[src/design/zpc_pkg.sv]
package zpc_pkg;

  // Default store dimensions.
  localparam int DEF_MAX_ROWS   = 128;
  localparam int DEF_MAX_COLS   = 128;
  localparam int DEF_MAX_KERNEL = 16;

  // Field and register widths.
  localparam int OP_W    = 2;
  localparam int IDX_W   = 7;
  localparam int DATA_W  = 16;
  localparam int PROD_W  = 2 * DATA_W;
  localparam int SUM_W   = 48;
  localparam int DIM_W   = 8;
  localparam int KSIZE_W = 5;
  localparam int CFG_W   = 8;
  localparam int CIDX_W  = 2;
  // Signed window coordinate: covers row minus half kernel plus kernel offset.
  localparam int COORD_W = 10;

  // Opcodes.
  localparam logic [OP_W-1:0] OP_KERNEL = 2'd0;
  localparam logic [OP_W-1:0] OP_PIXEL  = 2'd1;
  localparam logic [OP_W-1:0] OP_QUERY  = 2'd2;

  // Configuration register indexes.
  localparam logic [CIDX_W-1:0] REG_IMAGE_ROWS  = 2'd0;
  localparam logic [CIDX_W-1:0] REG_IMAGE_COLS  = 2'd1;
  localparam logic [CIDX_W-1:0] REG_KERNEL_SIZE = 2'd2;

  typedef enum logic [1:0] {
    ST_IDLE,
    ST_ISSUE,
    ST_WAIT
  } ctrl_state_t;

  // One kernel tap travelling down the multiply-accumulate pipeline.
  typedef struct packed {
    logic issue;
    logic ok;
    logic first;
    logic last;
  } tap_t;

endpackage

[src/design/zpc_mac.sv]
module zpc_mac (
  input  logic                               clk,
  input  logic                               rst,
  input  zpc_pkg::tap_t                      tap,
  input  logic signed [zpc_pkg::DATA_W-1:0]  img_rdata,
  input  logic signed [zpc_pkg::DATA_W-1:0]  ker_rdata,
  output logic signed [zpc_pkg::SUM_W-1:0]   acc,
  output logic                               sum_done
);

  import zpc_pkg::*;

  tap_t tap_d1, tap_d2;
  logic signed [PROD_W-1:0] prod;
  logic signed [SUM_W-1:0]  term;

  always_comb begin
    term = tap_d2.ok ? SUM_W'(prod) : '0;
  end

  always_ff @(posedge clk) begin
    if (rst) begin
      tap_d1   <= '0;
      tap_d2   <= '0;
      sum_done <= 1'b0;
    end else begin
      tap_d1   <= tap;
      tap_d2   <= tap_d1;
      sum_done <= tap_d2.issue && tap_d2.last;
    end
  end

  always_ff @(posedge clk) begin
    prod <= img_rdata * ker_rdata;
    if (tap_d2.issue) begin
      acc <= tap_d2.first ? term : acc + term;
    end
  end

endmodule

[config.mk]
export PLATFORM = sky130hd
export DESIGN_NAME = zpc_mac
export DESIGN_NICKNAME = d
export VERILOG_FILES = /design/src/design/zpc_pkg.sv /design/src/design/zpc_mac.sv
export SDC_FILE = /design/constraint.sdc
export NUM_CORES = 1
export LEC_CHECK = 0
export ABC_AREA = 0
export BUFFER_PORTS_ARGS = -buffer_cell sky130_fd_sc_hd__buf_2
export CAP_MARGIN = 20
export CORE_MARGIN = 3
export CORE_UTILIZATION = 55
export CTS_BUF_LIST = sky130_fd_sc_hd__clkbuf_4
export DETAILED_ROUTE_END_ITERATION = 16
export GPL_ROUTABILITY_DRIVEN = 0
export MAX_ROUTING_LAYER = met4
export PLACE_DENSITY_LB_ADDON = 0.3
export SYNTH_ARGS = -nofsm -noshare
export SYNTH_HDL_FRONTEND = slang
export SYNTH_SLANG_ARGS = --single-unit
export TNS_END_PERCENT = 100
[constraint.sdc]
create_clock -name clk -period 16.6 [get_ports clk]
set_clock_uncertainty 0.15 [all_clocks]
set_input_delay 1.66 -clock clk [delete_from_list [all_inputs] [get_ports clk]]
set_output_delay 1.66 -clock clk [all_outputs]
set_load 0.005 [all_outputs]
==> impl_metrics.ini <==
[grt]
grt_pass1_vias = 11800
antenna_found_initial = 1
grt_max_degree = 88
grt_first_pass_wirelength_um = 57700
global_route.usage.total = 0.237
overflow = 0

[cells_and_area]
multiInputGateArea_mm2 = 0.0117
layout_common_cells = inv_1 (327), fa_1 (263), nand2_1 (181)
seq_area_mm2 = 0.00226
fin_nets = 2157
syn2layout_area_growth_pct = 5.27
fillers = 2422
final_common_cell = inv_1
drive_gt1_frac = 0.0716
finish.instance_area_mm2 = 0.0162

[die]
ios = 87
dieArea_mm2 = 0.0301
core_mm2 = 0.0273
die_w_um = 173
rows = 60
initial_core_util = 0.566
die_y_um = 173

[timing]
setup_viol_count_final = 0
min_period_ps = 7740
max_slew_margin = 0.391
fmax_ghz = 0.129
hold_viol = 0
final_max_slew_viol_count = 0
post-route-period-util = 0.466
tns_ps = 0
tightest_slew_ps = 913
rsz0062_at_grt = false

[run]
drv_cap = 0

[routing]
firstDrtPassIters = 5
postRouteAntennaNets = 0
dr_total_vias = 11300
drc_errors = 0
wl_per_cell_um = 15.8
wl_um = 33200
routed_via_density = 5.35
drt_iter0_drc = 752

[synth]
synthCells = 1690
yosys_warnings = 0
ys_async_sr_fraction = 0
synth-seq-area-share = 0.147
synth_area_mm2 = 0.0154
ys_types = 67
ys.flop_type = edfxtp_1
synth-edff-count = 48
syn_area_per_cell_um2 = 9.12
synth_nets = 2120
synth_seq_cells = 89

[hold_path]
worstHoldPathType = reg2reg
whs_path_depth = 2

[clocking]
postCtsHoldBufs = 0
h-tree-depth = 3
cts_tree = yes
cts_buffer_depth = 2
cts-resized-gates = 0
clk_pin_slew_worst_paths_ps = 140
root_buffer = clkbuf_4
cts_setup_buffers = 0
clock_latency_ps = 440
cts_sinks = 89
numCtsBuffers = 9

[setup_path]
path_class = in2reg
end_kind = register
r2r_slack_ps = 12090
cp-start-kind = input port
worst-path-max-fanout = 16
arrival_ps = 7970
reg2reg_depth = 13
cp.required_ps = 16830

[outcome]
status = completed

[place]
place_area_mm2 = 0.0161
io_buffers = 86
hpwl_um = 27300

[power]
power_leakage_nw = 7.92
ir_worst_vdd_uv = 226
power.density_mw_per_mm2 = 226
routing by layer:
layer | up-vias | share of wire | GRT usage
met1 | 5503 | 0.46 | 0.330
met3 | 30 | 0.068 | 0.0399
met5 | - | 0 | -
met2 | 357 | 0.46 | 0.375
li1 | 5379 | - | -
met4 | 0 | 0.011 | 0.0395
state kept, by name (all words and copies together), names as in the netlist:
name,flops
acc,48
prod,32
tap_d1,4
tap_d2,4
sum_done,1
kinds of logic (layout without fill, tap and decap cells):
logic type	Yosys count	after routing	share of synthesized area
AOI/OAI and AO/OA	258	258	0.110
xor gates and xnor gates	76	76	0.0432
adders and majority gates	392	392	0.446
buffers and inverters	389	431	0.0955
DFF	89	89	0.147
muxes	3	3	0.00203
other	0	1	0
and+or+nand+nor	483	483	0.157
stage by stage:
step	total power [mW]	hold WS, ps	cells	util	worst slack (ps)
global placement	3.44	251	2088	0.590	8570
CTS	3.68	277	2104	0.596	8940
finish	3.66	273	2105	0.596	8860
detailed placement	3.54	257	2088	0.590	8450
floorplan	2.93	245	1690	-	8980
global route	4.17	289	2105	0.596	8470
synthesized netlist by cell type (27+ instances only):
cell type,count,share of area
a21o_1,37,0.018
a21oi_1,62,0.020
and2_1,159,0.065
clkbuf_1,56,0.014
dfxtp_1,41,0.053
edfxtp_1,48,0.093
fa_1,263,0.34
ha_1,129,0.10
inv_1,327,0.080
nand2_1,181,0.044
nor2_1,54,0.013
o21ai_0,76,0.025
xnor2_1,49,0.028
xor2_1,27,0.015
area by class of cell:
type                            count  share of cell area
Multi-Input combinational cell   1212               0.720
Sequential cell                    89               0.140
Inverter                          327              0.0756
Tap cell                          372              0.0287
Timing Repair Buffer               88              0.0274
Clock buffer                       10             0.00462
Clock inverter                      6             0.00409
Antenna cell                        1            0.000154
power breakdown:
group	total (mW)	switching (mW)	internal [mW]	leakage, nW
Combinational	3.18	1.75	1.43	7.06
Clock	0.124	0.0753	0.0483	0.0773
Sequential	0.358	0.0120	0.346	0.788
Total	3.66	1.84	1.82	7.92
worst max-delay path: stages:
cell and delay (ps):
buf_2 220, and2_1 230, fa_1 530, inv_1 50, fa_1 460, fa_1 520, inv_1 60, fa_1 500
fa_1 490, inv_1 50, fa_1 470, inv_1 40, ha_1 340, a21oi_1 160, o21ai_0 130, nor3_1 170
a21oi_1 150, o41ai_1 620, o21ai_0 310, a221oi_2 390, o21ai_1 120, a21oi_1 180, xnor2_1 130
final timing paths:
path	from	end
min reg2reg	tap_d2[0]	sum_done
min	tap_d2[0]	sum_done
max	img_rdata[8]	prod[31]
max reg2reg	tap_d2[2]	acc[47]
No activity file was read; power rests on OpenSTA's default activity.
