<file path="src/design/zpc_pkg.sv">
package zpc_pkg;

  // Default store dimensions.
  localparam int DEF_MAX_ROWS   = 128;
  localparam int DEF_MAX_COLS   = 128;
  localparam int DEF_MAX_KERNEL = 16;

  // Field and register widths.
  localparam int OP_W    = 2;
  localparam int IDX_W   = 7;
  localparam int DATA_W  = 16;
  localparam int PROD_W  = 2 * DATA_W;
  localparam int SUM_W   = 48;
  localparam int DIM_W   = 8;
  localparam int KSIZE_W = 5;
  localparam int CFG_W   = 8;
  localparam int CIDX_W  = 2;
  // Signed window coordinate: covers row minus half kernel plus kernel offset.
  localparam int COORD_W = 10;

  // Opcodes.
  localparam logic [OP_W-1:0] OP_KERNEL = 2'd0;
  localparam logic [OP_W-1:0] OP_PIXEL  = 2'd1;
  localparam logic [OP_W-1:0] OP_QUERY  = 2'd2;

  // Configuration register indexes.
  localparam logic [CIDX_W-1:0] REG_IMAGE_ROWS  = 2'd0;
  localparam logic [CIDX_W-1:0] REG_IMAGE_COLS  = 2'd1;
  localparam logic [CIDX_W-1:0] REG_KERNEL_SIZE = 2'd2;

  typedef enum logic [1:0] {
    ST_IDLE,
    ST_ISSUE,
    ST_WAIT
  } ctrl_state_t;

  // One kernel tap travelling down the multiply-accumulate pipeline.
  typedef struct packed {
    logic issue;
    logic ok;
    logic first;
    logic last;
  } tap_t;

endpackage

</file>
<file path="src/design/zpc_ctrl.sv">
module zpc_ctrl #(
  parameter int MAX_ROWS   = zpc_pkg::DEF_MAX_ROWS,
  parameter int MAX_COLS   = zpc_pkg::DEF_MAX_COLS,
  parameter int MAX_KERNEL = zpc_pkg::DEF_MAX_KERNEL,
  localparam int IMG_AW = (MAX_ROWS * MAX_COLS > 1) ? $clog2(MAX_ROWS * MAX_COLS) : 1,
  localparam int KER_AW = (MAX_KERNEL * MAX_KERNEL > 1) ?
                          $clog2(MAX_KERNEL * MAX_KERNEL) : 1
) (
  input  logic                         clk,
  input  logic                         rst,
  input  logic                         start_query,
  input  logic [zpc_pkg::IDX_W-1:0]    row_index,
  input  logic [zpc_pkg::IDX_W-1:0]    col_index,
  input  logic [zpc_pkg::DIM_W-1:0]    rows_use,
  input  logic [zpc_pkg::DIM_W-1:0]    cols_use,
  input  logic [zpc_pkg::KSIZE_W-1:0]  ks_use,
  input  logic                         sum_done,
  output logic                         busy,
  output zpc_pkg::tap_t                tap,
  output logic [IMG_AW-1:0]            img_raddr,
  output logic [KER_AW-1:0]            ker_raddr,
  output logic [zpc_pkg::IDX_W-1:0]    q_row,
  output logic [zpc_pkg::IDX_W-1:0]    q_col
);

  import zpc_pkg::*;

  ctrl_state_t state, state_next;
  logic [DIM_W-1:0]   rows;
  logic [DIM_W-1:0]   cols;
  logic [KSIZE_W-1:0] ks;
  logic [KSIZE_W-1:0] half;
  logic [KSIZE_W-1:0] ki;
  logic [KSIZE_W-1:0] kj;
  logic signed [COORD_W-1:0] pr;
  logic signed [COORD_W-1:0] pc;
  logic row_ok, col_ok, last_col, last_tap;

  // Window coordinates of the current tap.
  always_comb begin
    pr = $signed(COORD_W'(q_row)) - $signed(COORD_W'(half)) + $signed(COORD_W'(ki));
    pc = $signed(COORD_W'(q_col)) - $signed(COORD_W'(half)) + $signed(COORD_W'(kj));
    row_ok   = (pr >= 0) && (pr < $signed(COORD_W'(rows)));
    col_ok   = (pc >= 0) && (pc < $signed(COORD_W'(cols)));
    last_col = (kj == ks - KSIZE_W'(1));
    last_tap = last_col && (ki == ks - KSIZE_W'(1));
  end

  // Padding taps read address zero and are discarded downstream.
  always_comb begin
    if (row_ok && col_ok) begin
      img_raddr = IMG_AW'(int'(unsigned'(pr)) * MAX_COLS + int'(unsigned'(pc)));
    end else begin
      img_raddr = '0;
    end
    ker_raddr = KER_AW'(int'(ki) * MAX_KERNEL + int'(kj));
  end

  always_comb begin
    state_next = state;
    unique case (state)
      ST_IDLE:  if (start_query) state_next = ST_ISSUE;
      ST_ISSUE: if (last_tap) state_next = ST_WAIT;
      ST_WAIT:  if (sum_done) state_next = ST_IDLE;
      default:  state_next = ST_IDLE;
    endcase
  end

  always_comb begin
    busy      = (state != ST_IDLE);
    tap.issue = (state == ST_ISSUE);
    tap.ok    = row_ok && col_ok;
    tap.first = (ki == '0) && (kj == '0);
    tap.last  = last_tap;
  end

  always_ff @(posedge clk) begin
    if (rst) begin
      state <= ST_IDLE;
      ki    <= '0;
      kj    <= '0;
    end else begin
      state <= state_next;
      if (state == ST_IDLE && start_query) begin
        ki <= '0;
        kj <= '0;
      end else if (state == ST_ISSUE) begin
        if (last_col) begin
          kj <= '0;
          ki <= ki + KSIZE_W'(1);
        end else begin
          kj <= kj + KSIZE_W'(1);
        end
      end
    end
  end

  always_ff @(posedge clk) begin
    if (state == ST_IDLE && start_query) begin
      q_row <= row_index;
      q_col <= col_index;
      rows  <= rows_use;
      cols  <= cols_use;
      ks    <= ks_use;
      half  <= ks_use >> 1;
    end
  end

  a_tap_in_kernel: assert property (@(posedge clk) disable iff (rst)
    state == ST_ISSUE |-> (ki < ks && kj < ks))
    else $error("kernel tap counter beyond kernel size");

endmodule

</file>
<file path="config.mk">
export PLATFORM = sky130hd
export DESIGN_NAME = zpc_ctrl
export DESIGN_NICKNAME = d
export VERILOG_FILES = /design/src/design/zpc_pkg.sv /design/src/design/zpc_ctrl.sv
export SDC_FILE = /design/constraint.sdc
export NUM_CORES = 1
export LEC_CHECK = 0
export BUFFER_PORTS_ARGS = -buffer_cell sky130_fd_sc_hd__buf_2
export CAP_MARGIN = 20
export CORE_MARGIN = 1.5
export CORE_UTILIZATION = 30
export CTS_CLUSTER_SIZE = 24
export DETAILED_ROUTE_END_ITERATION = 8
export PLACE_DENSITY_LB_ADDON = 0.3
export SYNTH_ARGS = -nofsm -noshare
export SYNTH_HDL_FRONTEND = slang
export SYNTH_SLANG_ARGS = --single-unit
</file>
<file path="constraint.sdc">
create_clock -name clk -period 5.5 [get_ports clk]
set_input_delay 0.275 -clock clk [delete_from_list [all_inputs] [get_ports clk]]
set_output_delay 0.275 -clock clk [all_outputs]
set_load 0.03 [all_outputs]
</file>
==> results.ini <==
[floorplan]
rows = 39
core_area_sq_um = 11400
die_w_um = 111
initial_core_util_pct = 30.7
die_area_sq_um = 12300
io_pins = 80
die_y_um = 111

[grt]
antenna_found_initial = 0
overflow = 0
grtUsageTotal_pct = 13.6
grt_max_degree = 38
grt_pass1_vias = 2702
grt.met1_usage_pct = 17.5
grt_pass1_wl_mm = 13.2
grt_use_met3_pct = 3.44
use_met2_pct = 22.5
busiest_layer = met2

[logic_synthesis]
synth_fp_nets = 440
synthArstFlopShare_pct = 0
ys_warn_count = 0
synth_top_area_share_pct = 30.0
yosysTopAreaCell = edfxtp_1
synth_top_flop_cell = edfxtp_1
synth_area_sq_um = 3500
yosys-top-cells-area = edfxtp_1, ha_1, dfxtp_1
synth_area_per_cell_sq_um = 9.98
synth_edf_count = 35
synthCells = 351
synth_top_cells_by_count = inv_1, ha_1, edfxtp_1, nor2_1, xnor2_1
ys_types = 56
ys_ff_latch = 47
synthMostInstantiatedCell = inv_1
ys_seq_area_share_pct = 36.9

[sta]
period_share_pct = 96.2
slew_violations = 0
period_needed_ns = 5.29
slew_headroom_pct = 65.3
fin_worst_skew_ns = 0.00582
fin_tns_setup_ns = 0
setup-violations-final = 0
max_freq_ghz = 0.189
worstMarginPinSlew_ns = 0.519
hold_viol_final = 0

[critical_path]
critical_path_class = reg2out
r2r_setup_slack_ns = 2.90
r2r_cells = 11
r2r-end = ki[1]
worst_path_max_delay_cell = or4b_4
r2r-start = ks[1]
worst_ep_arrival_time_ns = 5.02
cp.required_ns = 5.22
cpMostUsedCell = ha_1
worst-path-max-fanout = 8
cp-start-kind = flop
path_cells = buf_6, ha_1, nand2b_1, nand2b_1, a21oi_2, xnor2_1, ha_1, nand3b_1, nand3b_1, xnor2_2, ha_1, a21oi_1, o21a_1, nor2_1, o21ai_2, o311ai_2, a31oi_1, ha_2, or4b_4, a21oi_2, o21ai_2, a21o_4, nor2_2, buf_6
crit_path_end_kind = output port
max_stage_delay_ns = 0.45

[drt]
num_vias = 2689
drt_iter0_drc = 95
detail_route.wl_per_cell_um = 14.3
drc = 0
routed_wl_mm = 8.37
viasPerCell = 4.59
dr.pass1.iters = 4
ant_nets = 0

[power_and_ir_drop]
leakage_nw = 2.08
power_w = 0.00126
power.density_nw_per_um2 = 278
max-vdd-ir-drop_mv = 0.139

[worst_hold_path]
hold_path_end = q_col[5]
worstHoldStart = col_index[5]
whs_path_depth = 1
hold_class = in2reg

[final_layout]
multi_input_area_sq_um = 2100
layout.nets = 531
num_antenna_cells = 0
layout-drive-gt1-share_pct = 33.9
seq_area_sq_um = 1290
layout.cells.non_filler = 586
fillCellCount = 1124
area_delta_synth_final_pct = 28.8

[place]
dp.cells = 565
hpwl_mm = 6.42
place.gp.congestion = 0.824
numPortBuffers = 79

[outcome]
status = complete, no violations

[clocking]
root_buffer = clkbuf_16
cts_buffers = 5
ctsLongestPathBuffers = 2
tritoncts = done
insertion_delay_ns = 0.30
clkTransAtPathRegs_ns = 0.07
clkSinkCount = 47
cts_max_level = 2

[run]
cap_violations = 0

==> worst max-delay path: cells and delay by family, from the launching register on <==
family,cells,cell delay [ns]
AOI/OAI and AO/OA,9,1.33
and+or+nand+nor,7,1.24
adders and majority gates,4,1.01
xor gates and xnor gates,2,0.44
DFF,1,0.42
buffers and inverters,2,0.28
==> per-stage QoR <==
stage / worst slack, ns / util, % / cell area, sq um / hold WS [ns]
after CTS: 0.0157 / 37.3 / 4260 / 0.134
after global placement: 0.327 / 35.3 / 4030 / 0.451
after floorplan: 0.303 / - / 3500 / 0.347
after global routing: -0.0189 / 39.5 / 4510 / 0.135
after detailed placement: 0.149 / 35.3 / 4030 / 0.453
final: 0.208 / 39.5 / 4510 / 0.147
==> sequential cells by signal, summed over array words and instances (netlist names) <==
name and cells:
kj 5, q_row 7, state 2, ki 5, rows 8, cols 8, ks 5, q_col 7
==> logic make-up (layout without fill, tap and decap cells) <==
family                     count (synthesis)  in the layout  share of synthesized area, %
muxes                                      3              3                         0.857
adders and majority gates                 50             50                          18.9
buffers and inverters                     59            150                          7.21
and+or+nand+nor                           99             99                          15.3
AOI/OAI and AO/OA                         48             49                          9.39
xor gates and xnor gates                  45             45                          11.5
DFF                                       47             47                          36.9
==> area by class of cell <==
cell class,instances,share of cell area (%)
clock inverter,1,0.111
timing repair buffer,93,13.0
inverter,49,4.08
tap,143,3.97
clock buffer,7,3.63
multi-input combinational,246,46.6
sequential,47,28.6
==> layout by cell type, fill, tap and decap left out, types with 6 or more instances in the layout <==
cell / n
clkbuf_16: 6
nor3_1: 7
nor2_1: 22
ha_1: 43
a21oi_1: 12
xnor2_1: 21
nor2_2: 10
nand3_1: 7
xor2_1: 21
buf_4: 16
a21o_1: 6
nor2_4: 7
dfxtp_1: 12
nand2b_1: 7
buf_2: 67
edfxtp_1: 35
buf_6: 9
inv_1: 44
nand2_1: 10
==> routing by layer <==
metal  routed length [um]  up-vias
met5                    0        -
met4                  124        0
met3                  352        7
met2                 3870       60
met1                 4020     1243
li1                     -     1379
==> power breakdown <==
part	internal (W)	total (W)	switching, W
Sequential	0.000403	0.000416	0.0000138
Clock	0.000208	0.000346	0.000138
Combinational	0.000202	0.000493	0.000290
==> what timing repair did <==
action                                 CTS  global route
setup buffers                            0            11
gates resized for setup                 11            57
hold buffers                             0             0
gates cloned                             1             0
setup endpoints to repair               15            15
pin swaps                                2            17
endpoints found under the hold margin    0             0
==> worst max path at each step <==
stage | from | to | slack [ns] | depth (start not counted)
2_1_floorplan | q_row[0] | img_raddr[5] | 0.30 | 22
3_3_place_gp | q_row[0] | img_raddr[5] | 0.33 | 23
3_5_place_dp | q_row[0] | img_raddr[5] | 0.15 | 24
4_1_cts | q_row[0] | img_raddr[5] | 0.02 | 24
5_1_grt | q_row[0] | img_raddr[5] | -0.02 | 25
6_report | ks[1] | img_raddr[12] | 0.21 | 24
Note: power is estimated with default switching activity, not from simulation.
